===== config.mk =====
export PLATFORM = sky130hd
export DESIGN_NAME = grain_onset_scheduler
export DESIGN_NICKNAME = d
export VERILOG_FILES = /design/src/rtl/gos_pkg.sv /design/src/rtl/grain_onset_scheduler.sv /design/src/rtl/gos_divider.sv /design/src/rtl/gos_onset_gen.sv
export SDC_FILE = /design/constraint.sdc
export NUM_CORES = 1
export LEC_CHECK = 0
export ABC_AREA = 1
export BUFFER_PORTS_ARGS = -buffer_cell sky130_fd_sc_hd__buf_2
export CORE_ASPECT_RATIO = 1.2
export CORE_MARGIN = 5
export CORE_UTILIZATION = 50
export DETAILED_ROUTE_END_ITERATION = 10
export PLACE_DENSITY = 0.76
export SYNTH_ARGS = -nofsm -noshare
export SYNTH_HDL_FRONTEND = slang
export SYNTH_SLANG_ARGS = --single-unit

===== constraint.sdc =====
create_clock -name clk -period 6.7 [get_ports clk]
set_input_delay 1.34 -clock clk [delete_from_list [all_inputs] [get_ports clk]]
set_output_delay 1.34 -clock clk [all_outputs]
set_load 0.1 [all_outputs]

===== src/rtl/gos_pkg.sv =====
// ----------------------------------------------------------------------------
// gos_pkg
// shared widths, register indexes, state encoding and control structs for the
// grain onset scheduler
// ----------------------------------------------------------------------------
package gos_pkg;

  // field widths
  localparam int RATE_W    = 18;
  localparam int MEV_W     = 7;
  localparam int BLEN_W    = 13;
  localparam int DENS_W    = 24;
  localparam int POS_W     = 17;
  localparam int FRAC_BITS = 16;

  // spacing = (sample_rate << SHIFT_W) / density
  localparam int SHIFT_W = FRAC_BITS + 8;
  localparam int QUO_W   = RATE_W + SHIFT_W;
  localparam int STEP_W  = $clog2(QUO_W);

  // onset accumulator, signed, FRAC_BITS fraction bits
  localparam int ACC_W = 46;
  localparam int CNT_W = 7;

  localparam int MAX_BLOCK  = 4096;
  localparam int MAX_EVENTS = 64;

  // port widths
  localparam int IN_TDATA_W  = 40;
  localparam int OUT_TDATA_W = 24;
  localparam int OUT_TUSER_W = 2;
  localparam int CFG_IDX_W   = 2;
  localparam int CFG_DATA_W  = 18;

  // register indexes
  localparam logic [CFG_IDX_W-1:0] CFG_SAMPLE_RATE = 2'd0;
  localparam logic [CFG_IDX_W-1:0] CFG_MAX_EVENTS  = 2'd1;

  localparam logic [RATE_W-1:0] SAMPLE_RATE_RST = 18'd48000;
  localparam logic [MEV_W-1:0]  MAX_EVENTS_RST  = 7'd64;

  localparam logic [QUO_W-1:0] ONE_SAMPLE = QUO_W'(1) << FRAC_BITS;

  localparam logic signed [ACC_W-1:0] CARRY_MAX = ACC_W'((64'sd1 <<< 43) - 64'sd1);
  localparam logic signed [ACC_W-1:0] CARRY_MIN = ACC_W'(-(64'sd65536 <<< FRAC_BITS));

  typedef enum logic [2:0] {
    ST_IDLE,
    ST_DIV,
    ST_EMIT,
    ST_ERR,
    ST_CARRY
  } gos_state_t;

  // sequencer to onset datapath
  typedef struct packed {
    logic clr_cnt;
    logic step;
    logic clr_acc;
    logic carry;
  } gos_ctrl_t;

  // onset datapath to sequencer
  typedef struct packed {
    logic go;
    logic last;
  } gos_stat_t;

endpackage


===== src/rtl/grain_onset_scheduler.sv =====
// ----------------------------------------------------------------------------
// grain_onset_scheduler
// schedules grain onsets for one announced audio block per input beat
// ----------------------------------------------------------------------------
// flow: the bit-serial spacing divide (42 steps) comes before the first result,
//   then one result per cycle while out_tready is high
// blocks: a new block is taken only in idle, once the last result of the
//   block is loaded; a block gives 1..64 results
// reset: synchronous active-low rst_n clears the carried offset, the sequencer
//   and the output beat, and restores sample_rate 48000 and max_events 64
// ----------------------------------------------------------------------------
module grain_onset_scheduler import gos_pkg::*; (
  input  logic                   clk,
  input  logic                   rst_n,
  // input channel
  input  logic                   in_tvalid,
  output logic                   in_tready,
  input  logic [IN_TDATA_W-1:0]  in_tdata,   // block_length[12:0], density[36:13]
  // result channel
  output logic                   out_tvalid,
  input  logic                   out_tready,
  output logic [OUT_TDATA_W-1:0] out_tdata,  // onset_position[16:0]
  output logic [OUT_TUSER_W-1:0] out_tuser,  // onset_valid[0], rate_error[1]
  output logic                   out_tlast,
  // configuration
  input  logic                   cfg_we,
  input  logic [CFG_IDX_W-1:0]   cfg_index,
  input  logic [CFG_DATA_W-1:0]  cfg_wdata
);

  // configuration registers
  logic [RATE_W-1:0] sample_rate_r;
  logic [MEV_W-1:0]  max_events_r;

  // sequencer
  gos_state_t state_r, state_nxt;

  // block captured at accept
  logic [BLEN_W-1:0] blen_r;
  logic              dens_zero_r;

  // output beat register
  logic                   out_tvalid_r, out_tvalid_nxt;
  logic [POS_W-1:0]       out_pos_r;
  logic                   out_valid_r;
  logic                   out_err_r;
  logic                   out_last_r;

  // result being loaded
  logic             load_out;
  logic [POS_W-1:0] res_pos;
  logic             res_valid;
  logic             res_err;
  logic             res_last;

  logic              accept;
  logic              slot_free;
  logic [BLEN_W-1:0] in_blen;
  logic [DENS_W-1:0] in_dens;
  logic [BLEN_W-1:0] blen_sat;
  logic [CNT_W-1:0]  cap;

  logic [QUO_W-1:0] spacing;
  logic             div_done;
  logic             rate_err;

  gos_ctrl_t        ctrl;
  gos_stat_t        stat;
  logic [POS_W-1:0] position;

  // input unpacking and block length saturation
  assign in_blen  = in_tdata[BLEN_W-1:0];
  assign in_dens  = in_tdata[BLEN_W +: DENS_W];
  assign blen_sat = (in_blen > BLEN_W'(MAX_BLOCK)) ? BLEN_W'(MAX_BLOCK) : in_blen;

  // event cap is the lesser of the register and the hard limit
  assign cap = (max_events_r > MEV_W'(MAX_EVENTS)) ? CNT_W'(MAX_EVENTS) : CNT_W'(max_events_r);

  assign accept    = in_tvalid && in_tready;
  // a result may be loaded when the output register is empty or being drained
  assign slot_free = !out_tvalid_r || out_tready;

  // spacing of at most one sample, or no density, is a rate error
  assign rate_err = dens_zero_r || (spacing <= ONE_SAMPLE);

  // configuration writes, unknown indexes ignored
  always_ff @(posedge clk) begin
    if (!rst_n) begin
      sample_rate_r <= SAMPLE_RATE_RST;
      max_events_r  <= MAX_EVENTS_RST;
    end else if (cfg_we) begin
      unique case (cfg_index)
        CFG_SAMPLE_RATE: sample_rate_r <= cfg_wdata[RATE_W-1:0];
        CFG_MAX_EVENTS:  max_events_r  <= cfg_wdata[MEV_W-1:0];
        default: ;
      endcase
    end
  end

  // capture the block on accept
  always_ff @(posedge clk) begin
    if (accept) begin
      blen_r      <= blen_sat;
      dens_zero_r <= (in_dens == '0);
    end
  end

  // spacing divider, started straight from the accepted beat
  gos_divider u_div (
    .clk      (clk),
    .rst_n    (rst_n),
    .start    (accept),
    .dividend ({sample_rate_r, {SHIFT_W{1'b0}}}),
    .divisor  (in_dens),
    .quotient (spacing),
    .done     (div_done)
  );

  // onset accumulator and carried offset
  gos_onset_gen u_gen (
    .clk      (clk),
    .rst_n    (rst_n),
    .ctrl     (ctrl),
    .blen     (blen_r),
    .spacing  (spacing),
    .cap      (cap),
    .stat     (stat),
    .position (position)
  );

  // next state
  always_comb begin
    state_nxt = state_r;
    unique case (state_r)
      ST_IDLE: begin
        if (accept) state_nxt = ST_DIV;
      end
      ST_DIV: begin
        if (div_done) state_nxt = rate_err ? ST_ERR : ST_EMIT;
      end
      ST_EMIT: begin
        // stop on the marker or on the final onset
        if (slot_free && (!stat.go || stat.last)) state_nxt = ST_CARRY;
      end
      ST_ERR: begin
        if (slot_free) state_nxt = ST_IDLE;
      end
      ST_CARRY: begin
        state_nxt = ST_IDLE;
      end
      default: state_nxt = ST_IDLE;
    endcase
  end

  // sequencer outputs
  always_comb begin
    in_tready    = 1'b0;
    ctrl         = '0;
    ctrl.clr_cnt = accept;
    load_out     = 1'b0;
    res_pos      = '0;
    res_valid    = 1'b0;
    res_err      = 1'b0;
    res_last     = 1'b0;
    unique case (state_r)
      ST_IDLE: begin
        in_tready = 1'b1;
      end
      ST_DIV: ;
      ST_EMIT: begin
        if (slot_free) begin
          load_out = 1'b1;
          if (stat.go) begin
            // onset at the floor of the current position
            res_pos   = position;
            res_valid = 1'b1;
            res_last  = stat.last;
            ctrl.step = 1'b1;
          end else begin
            // no onset inside the block: lone marker
            res_last = 1'b1;
          end
        end
      end
      ST_ERR: begin
        if (slot_free) begin
          load_out     = 1'b1;
          res_err      = 1'b1;
          res_last     = 1'b1;
          ctrl.clr_acc = 1'b1;
        end
      end
      ST_CARRY: begin
        // offset minus block length, saturated, goes on to the next block
        ctrl.carry = 1'b1;
      end
      default: ;
    endcase
  end

  always_ff @(posedge clk) begin
    if (!rst_n) begin
      state_r <= ST_IDLE;
    end else begin
      state_r <= state_nxt;
    end
  end

  // output beat register
  always_comb begin
    out_tvalid_nxt = out_tvalid_r;
    priority if (load_out) begin
      out_tvalid_nxt = 1'b1;
    end else if (out_tready) begin
      out_tvalid_nxt = 1'b0;
    end
  end

  always_ff @(posedge clk) begin
    if (!rst_n) begin
      out_tvalid_r <= 1'b0;
    end else begin
      out_tvalid_r <= out_tvalid_nxt;
    end
  end

  always_ff @(posedge clk) begin
    if (load_out) begin
      out_pos_r   <= res_pos;
      out_valid_r <= res_valid;
      out_err_r   <= res_err;
      out_last_r  <= res_last;
    end
  end

  assign out_tvalid = out_tvalid_r;
  assign out_tdata  = {{(OUT_TDATA_W-POS_W){1'b0}}, out_pos_r};
  assign out_tuser  = {out_err_r, out_valid_r};
  assign out_tlast  = out_last_r;

endmodule


===== src/rtl/gos_divider.sv =====
// ----------------------------------------------------------------------------
// gos_divider
// radix-2 restoring divider, one quotient bit per cycle shifted into the
// dividend register
// ----------------------------------------------------------------------------
module gos_divider import gos_pkg::*; (
  input  logic              clk,
  input  logic              rst_n,
  input  logic              start,
  input  logic [QUO_W-1:0]  dividend,
  input  logic [DENS_W-1:0] divisor,
  output logic [QUO_W-1:0]  quotient,
  output logic              done
);

  logic              busy_r, busy_nxt;
  logic              done_r, done_nxt;
  logic [STEP_W-1:0] cnt_r, cnt_nxt;
  logic [DENS_W-1:0] rem_r, rem_nxt;
  logic [QUO_W-1:0]  quo_r, quo_nxt;
  logic [DENS_W-1:0] dsr_r, dsr_nxt;

  logic [DENS_W:0]   shifted;
  logic [DENS_W+1:0] trial;
  logic              fits;

  assign shifted = {rem_r, quo_r[QUO_W-1]};
  assign trial   = {1'b0, shifted} - {2'b00, dsr_r};
  assign fits    = ~trial[DENS_W+1];

  always_comb begin
    busy_nxt = busy_r;
    done_nxt = 1'b0;
    cnt_nxt  = cnt_r;
    rem_nxt  = rem_r;
    quo_nxt  = quo_r;
    dsr_nxt  = dsr_r;
    if (start) begin
      busy_nxt = 1'b1;
      cnt_nxt  = '0;
      rem_nxt  = '0;
      quo_nxt  = dividend;
      dsr_nxt  = divisor;
    end else if (busy_r) begin
      quo_nxt = {quo_r[QUO_W-2:0], fits};
      rem_nxt = fits ? trial[DENS_W-1:0] : shifted[DENS_W-1:0];
      cnt_nxt = cnt_r + STEP_W'(1);
      if (cnt_r == STEP_W'(QUO_W - 1)) begin
        busy_nxt = 1'b0;
        done_nxt = 1'b1;
      end
    end
  end

  always_ff @(posedge clk) begin
    if (!rst_n) begin
      busy_r <= 1'b0;
      done_r <= 1'b0;
      cnt_r  <= '0;
    end else begin
      busy_r <= busy_nxt;
      done_r <= done_nxt;
      cnt_r  <= cnt_nxt;
    end
  end

  always_ff @(posedge clk) begin
    rem_r <= rem_nxt;
    quo_r <= quo_nxt;
    dsr_r <= dsr_nxt;
  end

  assign quotient = quo_r;
  assign done     = done_r;

endmodule


===== src/rtl/gos_onset_gen.sv =====
// ----------------------------------------------------------------------------
// gos_onset_gen
// onset accumulator, event counter and carried offset update
// ----------------------------------------------------------------------------
module gos_onset_gen import gos_pkg::*; (
  input  logic              clk,
  input  logic              rst_n,
  input  gos_ctrl_t         ctrl,
  input  logic [BLEN_W-1:0] blen,
  input  logic [QUO_W-1:0]  spacing,
  input  logic [CNT_W-1:0]  cap,
  output gos_stat_t         stat,
  output logic [POS_W-1:0]  position
);

  logic signed [ACC_W-1:0] acc_r, acc_nxt;
  logic [CNT_W-1:0]        cnt_r, cnt_nxt;

  logic signed [ACC_W-1:0] end_s;
  logic signed [ACC_W-1:0] next_s;
  logic signed [ACC_W-1:0] diff_s;
  logic signed [ACC_W-1:0] carry_s;

  assign end_s  = signed'({{(ACC_W-BLEN_W-FRAC_BITS){1'b0}}, blen, {FRAC_BITS{1'b0}}});
  assign next_s = acc_r + signed'({{(ACC_W-QUO_W){1'b0}}, spacing});
  assign diff_s = acc_r - end_s;

  // saturate the carry into its allowed range
  always_comb begin
    priority if (diff_s > CARRY_MAX) begin
      carry_s = CARRY_MAX;
    end else if (diff_s < CARRY_MIN) begin
      carry_s = CARRY_MIN;
    end else begin
      carry_s = diff_s;
    end
  end

  assign stat.go   = (acc_r < end_s) && (cnt_r < cap);
  assign stat.last = (next_s >= end_s) || ((cnt_r + CNT_W'(1)) == cap);
  // floor toward minus infinity is the arithmetic shift
  assign position  = acc_r[FRAC_BITS +: POS_W];

  always_comb begin
    acc_nxt = acc_r;
    priority if (ctrl.clr_acc) begin
      acc_nxt = '0;
    end else if (ctrl.carry) begin
      acc_nxt = carry_s;
    end else if (ctrl.step) begin
      acc_nxt = next_s;
    end
  end

  always_comb begin
    cnt_nxt = cnt_r;
    priority if (ctrl.clr_cnt) begin
      cnt_nxt = '0;
    end else if (ctrl.step) begin
      cnt_nxt = cnt_r + CNT_W'(1);
    end
  end

  always_ff @(posedge clk) begin
    if (!rst_n) begin
      acc_r <= '0;
      cnt_r <= '0;
    end else begin
      acc_r <= acc_nxt;
      cnt_r <= cnt_nxt;
    end
  end

endmodule

=== Yosys cells after proc, flatten, opt, wreduce, memory -nomap -nowiden ===
Cells that the tools add are included.

* Register bits: 214

* Add/sub/neg operators: 5
* Magnitude comparators: 8
* Eq/ne operators: 11
* Muxes and demuxes: 31
* Bitwise operators: 3
* Reductions and logical operators: 23

{| class="wikitable"
|+ Operators with widths
! operator !! count
|-
| $mux 46 || 4
|-
| $mux 42 || 2
|-
| $add 46x43->46 || 1
|-
| $ge 46x30->1 || 1
|-
| $gt 46x44->1 const B || 1
|-
| $lt 46x30->1 || 1
|-
| $lt 46x33->1 const B || 1
|-
| $sub 46x30->46 || 1
|-
| $le 42x17->1 const B || 1
|-
| $sub 25x24->26 || 1
|-
| $logic_not 24->1 || 1
|-
| $mux 24 || 1
|-
| $mux 1 || 17
|-
| $gt 13x13->1 const B || 1
|-
| $mux 3 || 4
|-
| $pmux 3 s4 || 1
|-
| $add 7x1->7 const B || 1
|-
| $eq 7x7->1 || 1
|-
| $gt 7x7->1 const B || 1
|-
| $lt 7x7->1 || 1
|-
| $mux 7 || 1
|-
| $add 6x1->6 const B || 1
|-
| $eq 3x2->1 const B || 2
|-
| $eq 6x6->1 const B || 1
|-
| 18 further kinds || 33
|}

=== Depth between registers and ports, before layout ===
Gate-level depths: netlist of the first run.

* Depth after elaboration: 9
* Depth in mapped cells: 33

=== By module ===
A second synthesis of the first run with hierarchy kept.

* Cell total of the unflattened synthesis: 2671
* Area, all modules: 17312.9 sq um

{| class="wikitable"
|+ Modules (own cells, without submodules)
! module !! times used !! cells an instance !! area an instance (sq um) !! seq. area each (sq um)
|-
| gos_onset_gen || 1 || 1542 || 8539.4 || 1061.0
|-
| gos_divider || 1 || 808 || 5944.5 || 2622.5
|-
| grain_onset_scheduler || 1 || 321 || 2829.0 || 1601.5
|}

=== Worst setup path after synthesis of the first run ===
Ideal clock, no wire load.

* Path type: register to register
* From: register u_gen.acc_r[16]
* To: register u_gen.acc_r[44]
* Data arrival time: 3287 ps
* Required time: 6582 ps
* Slack: 3295 ps
* Cell stages (with the launch flop): 25
* Path buffers: 1
* Clock period less this slack: 3405 ps
* Cell sequence: dfxtp_1 inv_1 ha_1 inv_1 fa_1 nand2_1 inv_1 nand2_1 nand2_1 a21oi_2 o21ai_2 a21boi_2 o21ai_2 nor2_4 nand3_1 nand2_1 nand2_1 nor4_1 nand4_1 ha_1 clkinv_1 clkbuf_1 nand2_1 a21oi_1 nor2_1

* Cells in the longest elaborated chain, start to end: 6
* Elaborated cells on any way between the ends: 14
* Those cells by class: add/sub: 2; order compare: 3; mux: 7; reduce/logical: 2

{| class="wikitable"
|+ RTL lines
! what !! line !! text
|-
| start, declared || gos_onset_gen.sv:16 || <nowiki>logic signed [ACC_W-1:0] acc_r, acc_nxt;</nowiki>
|-
| start signal, assigned || gos_onset_gen.sv:69 || <nowiki>acc_r <= acc_nxt;</nowiki>
|-
| branches (longest 6 deep; another with $sub 46x30->46) || n/a ||
|}

Parallel ways; which one is timed is not known. The select of a mux whose other input is x is not followed.
A chain may end at the register's enable or synchronous reset.

=== Worst setup path after layout of the first run ===
* From: register blen_r[0]
* To: register u_gen.acc_r[1]

* Cells in the longest elaborated chain, start to end: 6
* Elaborated cells on any way between the ends: 12
* Those cells by class: add/sub: 1; order compare: 3; mux: 6; reduce/logical: 2

{| class="wikitable"
|+ RTL lines
! what !! line !! text
|-
| start, declared || grain_onset_scheduler.sv:39 || <nowiki>logic [BLEN_W-1:0] blen_r;</nowiki>
|-
| start signal, assigned || grain_onset_scheduler.sv:103 || <nowiki>blen_r <= blen_sat;</nowiki>
|-
| branches (longest 6 deep; another with $sub 46x30->46) || n/a ||
|}

Parallel ways; which one is timed is not known.

==> results of run 1 <==
## cells in the final DEF (no fill, tap or decap), types with 4 or more instances in the layout
master	netlist	layout
ha_1	103	103
a22oi_1	23	23
nor3_1	14	13
conb_1	1	7
and3_1	4	4
a32o_1	11	11
edfxtp_1	76	76
o21ai_0	114	114
o21bai_1	7	7
or2_2	8	8
clkinv_2	0	5
a31oi_1	9	9
dfxtp_1	138	138
a21oi_1	138	138
nor2_1	257	255
nand3_1	85	85
o211ai_1	17	17
inv_1	345	345
nand4_1	36	36
nor2_2	4	6
and2_1	5	5
clkinv_1	6	7
a21o_1	8	8
buf_4	10	9
o21ai_2	4	4
nand2_2	6	6
clkbuf_16	0	26
nor4_1	23	23
xnor2_1	24	24
nand2_1	610	610
buf_2	11	83
nand3b_1	18	18
a21oi_2	4	4
xor2_1	35	35
o21ai_1	4	4
## state kept, by name (all words and copies together), names as in the netlist, 7 cells and up
name            flops
out_pos_r          17
u_div.rem_r        24
u_gen.cnt_r         7
sample_rate_r      18
u_gen.acc_r        46
u_div.quotient     42
blen_r             13
max_events_r        7
u_div.dsr_r        24
## worst reg2reg max path, delay by kind of cell, from the launching register on
family / cells / cell delay (ns)
buf+inv: 4 / 1.05
fa+ha+maj: 3 / 0.83
flops: 1 / 0.38
compound gates: 4 / 0.66
simple gates: 14 / 1.91
## path summary, 6_finish.rpt
check | start | to | slack (ns) | cells past startpoint
min reg2reg | sample_rate_r[15]$_SDFFE_PN1P_ | sample_rate_r[15]$_SDFFE_PN1P_ | 0.47 | 2
min | sample_rate_r[15]$_SDFFE_PN1P_ | sample_rate_r[15]$_SDFFE_PN1P_ | 0.47 | 2
max reg2reg | blen_r[0]$_SDFFCE_PN0P_ | u_gen.acc_r[1]$_SDFFE_PP0P_ | 1.79 | 25
max | blen_r[0]$_SDFFCE_PN0P_ | u_gen.acc_r[1]$_SDFFE_PP0P_ | 1.79 | 25
## cells by family after synthesis
kind of cell / Yosys count / share of synthesized area
AND/OR/NAND/NOR: 1082 / 0.300
buffers and inverters: 414 / 0.108
AO/OA/AOI/OAI: 354 / 0.135
flip-flops: 214 / 0.333
adder cells (fa/ha/maj): 106 / 0.0889
XOR/XNOR: 60 / 0.0351
other: 1 / 0.000247
## power by group
group	internal [mW]	leakage (nW)	switching (mW)
combinational	0.978	6.28	2.37
sequential	1.64	1.85	0.224
clock	0.797	0.404	0.560
total	3.41	8.54	3.16
## per-stage QoR
step / total power [mW] / worst slack (ns)
floorplan: 4.33 / 3.29
global placement: 5.11 / 1.98
detailed placement: 5.17 / 1.94
CTS: 6.55 / 1.91
global route: 7.01 / 1.42
finish: 6.57 / 1.79
## cell type report
type / count / area (um^2)
fill: 2848 / 13100
clock buffer: 30 / 676
clock inverter: 14 / 136
tap: 390 / 488
inverter: 352 / 1320
multi-input combinational: 1609 / 8520
sequential: 214 / 5040
timing repair buffer: 92 / 483
## routing by layer
layer  routed length (um)  vias to the layer above
met2                21000                      507
met1                17700                     6639
li1                     -                     7334
met5                    0                        -
met4                 1870                        0
met3                 2430                      114
==> reports/metrics.csv, run 1 <==
metric,value,unit
finalNonFillerCells,2701,
synth-edff-count,76,
slowest_stage,clkinv_1,
drt_iter0_drc,1062,
drive_gt1_frac,0.0753,
outcome,finished clean,
netlist_instances,2231,
setup_tns,0,ns
clkTransAtPathRegs,0.06,ns
first_pass_iters,6,
synth.cell_area,15200,um^2
grt-ovfl-total,0,
fin_skew,0.0111,ns
ys_seq_elements,214,
met3_usage,0.0292,
rsz0062_at_grt,false,
core.rowCount,69,
ant_nets,0,
die_h,201,um
die_w,169,um
drc_errors,0,
cts_hold_buf,0,
ys_seq_area_frac,0.333,
postLayoutCoreUtil,0.560,
yosys_most_used_dff,dfxtp_1,
critPathBufInv,4,
hp-class,reg2reg,
synth_async_sr_flop_share,0,
cpLargestDelayFamily,simple AND/OR/NAND/NOR gates,
h-tree-depth,1,
crit_arrival,5.38,ns
nNetsFinal,2464,
io_pins,94,
floorplan.initialDensity,0.509,
period_minus_slack,4.91,ns
p_per_area,394,nW/um^2
diodes,0,
hold_viol,0,
track_usage,0.248,
dpl.hpwl,33200,um
grt_pass1_wl,69400,um
slew_headroom,0.132,
worst_ep_required_time,7.17,ns
stdcell_area,16700,um^2
cts_resized,0,
areaGrowthSynthToFinish,9.90,%
place.gp.congestion,1.00,
yosysWarningCount,0,
cts_tree,built,
slowest_delay,0.69,ns
synth_area_leaders,"dfxtp_1, nand2_1, edfxtp_1",
post-route-period-util,0.732,
synth_most_common_cell,nand2_1,
grt_use_met1,0.307,
dp.cells,2657,
finalSetupViolations,0,
antenna_found_initial,0,
place_area,15900,um^2
synth_area_leader_cell,dfxtp_1,
irDropWorstVdd,0.350,mV
tightest_slew,1.30,ns
cts_made_buffers,24,
cts_sinks,214,
core,29800,um^2
end_kind,flop,
maxSlewViolCount,0,
grt_max_degree,61,
timing.hold.ws,0.469,ns
path_max_fanout,32,
viasPerCell,5.40,
synthDistinctLibCells,53,
avgSynthCellArea,6.80,um^2
cts_root_buf,clkbuf_16,
cp_common_cell,nand2_1,
die-area,33900,um^2
io_buffers,83,
crit_type,reg2reg,
clock_path_buffers,3,
p_leak,8.54,nW
wl_per_cell,15.9,um
via_count,14600,
grt_pass1_vias,14100,
synth_top_area_share,0.182,
drv_cap,0,
synth_common_cells,"nand2_1, inv_1, nor2_1",
max_freq,0.204,GHz
use_met2,0.434,
cp-start-kind,flop,
grt.busiest_layer,met2,
worstSkewPairLatency,0.54,ns
drt-total-wl,42900,um
cts_setup_buffers,0,
Power figures use the tool's default switching activity.
==> run 2: changes to the inputs <==
--- a/config.mk
+++ b/config.mk
@@ -5,13 +5,13 @@
 export SDC_FILE = /design/constraint.sdc
 export NUM_CORES = 1
 export LEC_CHECK = 0
-export ABC_AREA = 1
+export ABC_AREA = 0
 export BUFFER_PORTS_ARGS = -buffer_cell sky130_fd_sc_hd__buf_2
 export CORE_ASPECT_RATIO = 1.2
 export CORE_MARGIN = 5
 export CORE_UTILIZATION = 50
 export DETAILED_ROUTE_END_ITERATION = 10
-export PLACE_DENSITY = 0.76
+export PLACE_DENSITY = 0.78
 export SYNTH_ARGS = -nofsm -noshare
 export SYNTH_HDL_FRONTEND = slang
 export SYNTH_SLANG_ARGS = --single-unit
==> constraint.sdc (replaced) <==
create_clock -name clk -period 4.5 [get_ports clk]
set_input_delay 0.9 -clock clk [delete_from_list [all_inputs] [get_ports clk]]
set_output_delay 0.9 -clock clk [all_outputs]
set_load 0.1 [all_outputs]
==> run 2 against run 1 <==
Utilization increased by 6.2 points; register-to-register slack got worse by 2.5 ns; clock power increased by 46%; worst hold slack got worse by 0.0043 ns; critical path depth decreased by 4; the run now ends with setup timing left; power decreased by 23%; largest power group is now sequential cells; clock skew increased by 0.0084 ns; non-clock buffer count increased by 226; fmax decreased by 5.9%.
==> reports/metrics.csv, run 2 <==
metric,value,unit
yosysWarningCount,0,
cp_common_cell,nand4_1,
critPathBufInv,1,
h-tree-depth,1,
crit_chain,"ha_4, fa_2, a211o_1, a41oi_2, o211ai_1, o31a_1, a31oi_1, buf_4, xnor2_1, ha_1, nand3_1, or2_4, or4_4, nor3_2, and3_1, nand4_1, or4_1, o311a_1, nand4_1, o21ai_2, nor4_2",
reg2regPathDepth,21,
worstSkewPairLatency,0.55,ns
antenna_found_initial,0,
grt.busiest_layer,met2,
cts_sinks,214,
hold_depth,2,
cp-start-kind,flop,
viasPerCell,5.87,
dpl.hpwl,33800,um
power.total,5.09,mW
core,28700,um^2
rsz0062_at_grt,true,
via_count,13900,
end_kind,flop,
slowest_delay,0.45,ns
grt_pass1_wl,68900,um
die_w,165,um
violations,setup timing,
setup_tns,-2.01,ns
regMostFlops,u_gen.acc_r,
use_met2,0.436,
outcome,"complete, but fails checks",
cpLargestDelayFamily,simple AND/OR/NAND/NOR gates,
slew_headroom,0.192,
place_area,16700,um^2
drt_iter0_drc,1055,
maxSlewViolCount,0,
multiInputGateArea,8940,um^2
met3_usage,0.0355,
ys_seq_elements,214,
irDropWorstVdd,0.295,mV
synth_common_cells,"nand2_1, nor2_1, dfxtp_1",
grt_use_met1,0.330,
hold_viol,0,
clkTransAtPathRegs,0.07,ns
layout_commonest_cell,buf_4,
crit_type,reg2reg,
die-area,32400,um^2
synthDistinctLibCells,83,
avgSynthCellArea,8.46,um^2
drive_gt1_frac,0.223,
grt_pass1_vias,13500,
tightest_slew,1.21,ns
synth_area_leader_cell,dfxtp_1,
final_cell_mix,"buf_4, nand2_1, nor2_1",
floorplan.initialDensity,0.504,
cts_tree,built,
synth_async_sr_flop_share,0,
grt-ovfl-total,0,
synth_most_common_cell,nand2_1,
worst_ep_required_time,4.94,ns
synth_area_leaders,"dfxtp_1, edfxtp_1, ha_1",
grt_max_degree,53,
wl_per_cell,18.8,um
period_minus_slack,5.22,ns
drt-total-wl,44500,um
largest_register_ffs,46,
drv_cap,0,
regArea,5050,um^2
crit_arrival,5.65,ns
slowest_stage,or4_4,
die_h,196,um
synth-edff-count,76,
p_leak,7.92,nW
dp.cells,2310,
hp-class,reg2reg,
drc_errors,0,
place.gp.congestion,0.974,
first_pass_iters,5,
finalNonFillerCells,2371,
io_buffers,83,
fillCellCount,2383,
setup_ws,-0.716,ns
ant_nets,0,
clock_path_buffers,3,
finalSetupViolations,3,
synth.cell_area,14500,um^2
areaGrowthSynthToFinish,23.3,%
yosys_most_used_dff,dfxtp_1,
netlist_instances,1709,
worst-path-stages,21,
synth_top_area_share,0.191,
p_per_area,286,nW/um^2
cts_root_buf,clkbuf_16,
path_max_fanout,3,
fin_skew,0.0195,ns
stdcell_area,17800,um^2
ys_seq_area_frac,0.349,
track_usage,0.263,
io_pins,94,
max_freq,0.192,GHz
post-route-period-util,1.16,
cts_made_buffers,24,
nNetsFinal,2138,
core.rowCount,68,
run 2: routing by layer:
| metal | up-vias | wire length, um |
|---|---|---|
| met2 | 532 | 20800 |
| li1 | 6713 | - |
| met4 | 0 | 2680 |
| met5 | - | 0 |
| met1 | 6536 | 18200 |
| met3 | 127 | 2810 |
run 2: kinds of logic (layout without fill, tap and decap cells):
group | count (synthesis) | count (layout) | synth area share
simple gates | 618 | 618 | 0.207
compound gates | 451 | 451 | 0.201
flops | 214 | 214 | 0.349
buf+inv | 162 | 432 | 0.0486
fa+ha+maj | 106 | 106 | 0.0933
xor+xnor | 95 | 95 | 0.0576
mux | 62 | 62 | 0.0432
other cells | 1 | 8 | 0.000259
run 2: worst reg2reg max path, cell delays in order, from the launching register on:
cell,delay [ns]
dfxtp_2,0.33
ha_4,0.16
fa_2,0.36
a211o_1,0.29
a41oi_2,0.18
o211ai_1,0.15
o31a_1,0.37
a31oi_1,0.18
buf_4,0.14
xnor2_1,0.08
ha_1,0.31
nand3_1,0.12
or2_4,0.28
or4_4,0.45
nor3_2,0.16
and3_1,0.16
nand4_1,0.08
or4_1,0.42
o311a_1,0.34
nand4_1,0.17
o21ai_2,0.09
nor4_2,0.28
run 2: final timing paths:
kind                          startpoint                 endpoint  slack (ns)
min          u_div.cnt_r[5]$_SDFFE_PP0P_    u_div.done$_SDFF_PP0_        0.46
min reg2reg  u_div.cnt_r[5]$_SDFFE_PP0P_    u_div.done$_SDFF_PP0_        0.46
max          u_gen.acc_r[0]$_SDFFE_PP0P_  state_r[2]$_SDFFE_PN0P_       -0.72
max reg2reg  u_gen.acc_r[0]$_SDFFE_PP0P_  state_r[2]$_SDFFE_PN0P_       -0.72
run 2: area by class of cell:
type	instances	area share
diodes	1	0.000140
well taps	385	0.0270
flip-flops and latches	214	0.284
clock buffers	29	0.0376
clock inverters	15	0.00814
repair buffers	318	0.127
multi-input cells	1339	0.502
inverters	70	0.0151
run 2: stage by stage:
stage | hold slack (ns) | util | setup WS [ns]
finish | 0.465 | 0.622 | -0.716
global route | 0.490 | 0.622 | -0.951
CTS | 0.471 | 0.613 | -0.580
detailed placement | 0.459 | 0.582 | -0.738
global placement | 0.455 | 0.582 | -0.684
floorplan | 0.440 | - | -0.311
run 2: where the power goes:
group	switching, mW	total (mW)	internal, mW
combinational	0.531	0.915	0.383
sequential	0.0976	2.20	2.10
clock	0.844	1.98	1.13
total	1.47	5.09	3.62
run 2: timing repair:
action                     CTS  global route
hold endpoints to repair     0             0
pin swaps                    3            20
setup endpoints to repair   20            39
resized for setup           11            43
hold buffers                 0             0
cloned                       0             1
buffers inserted             5            10
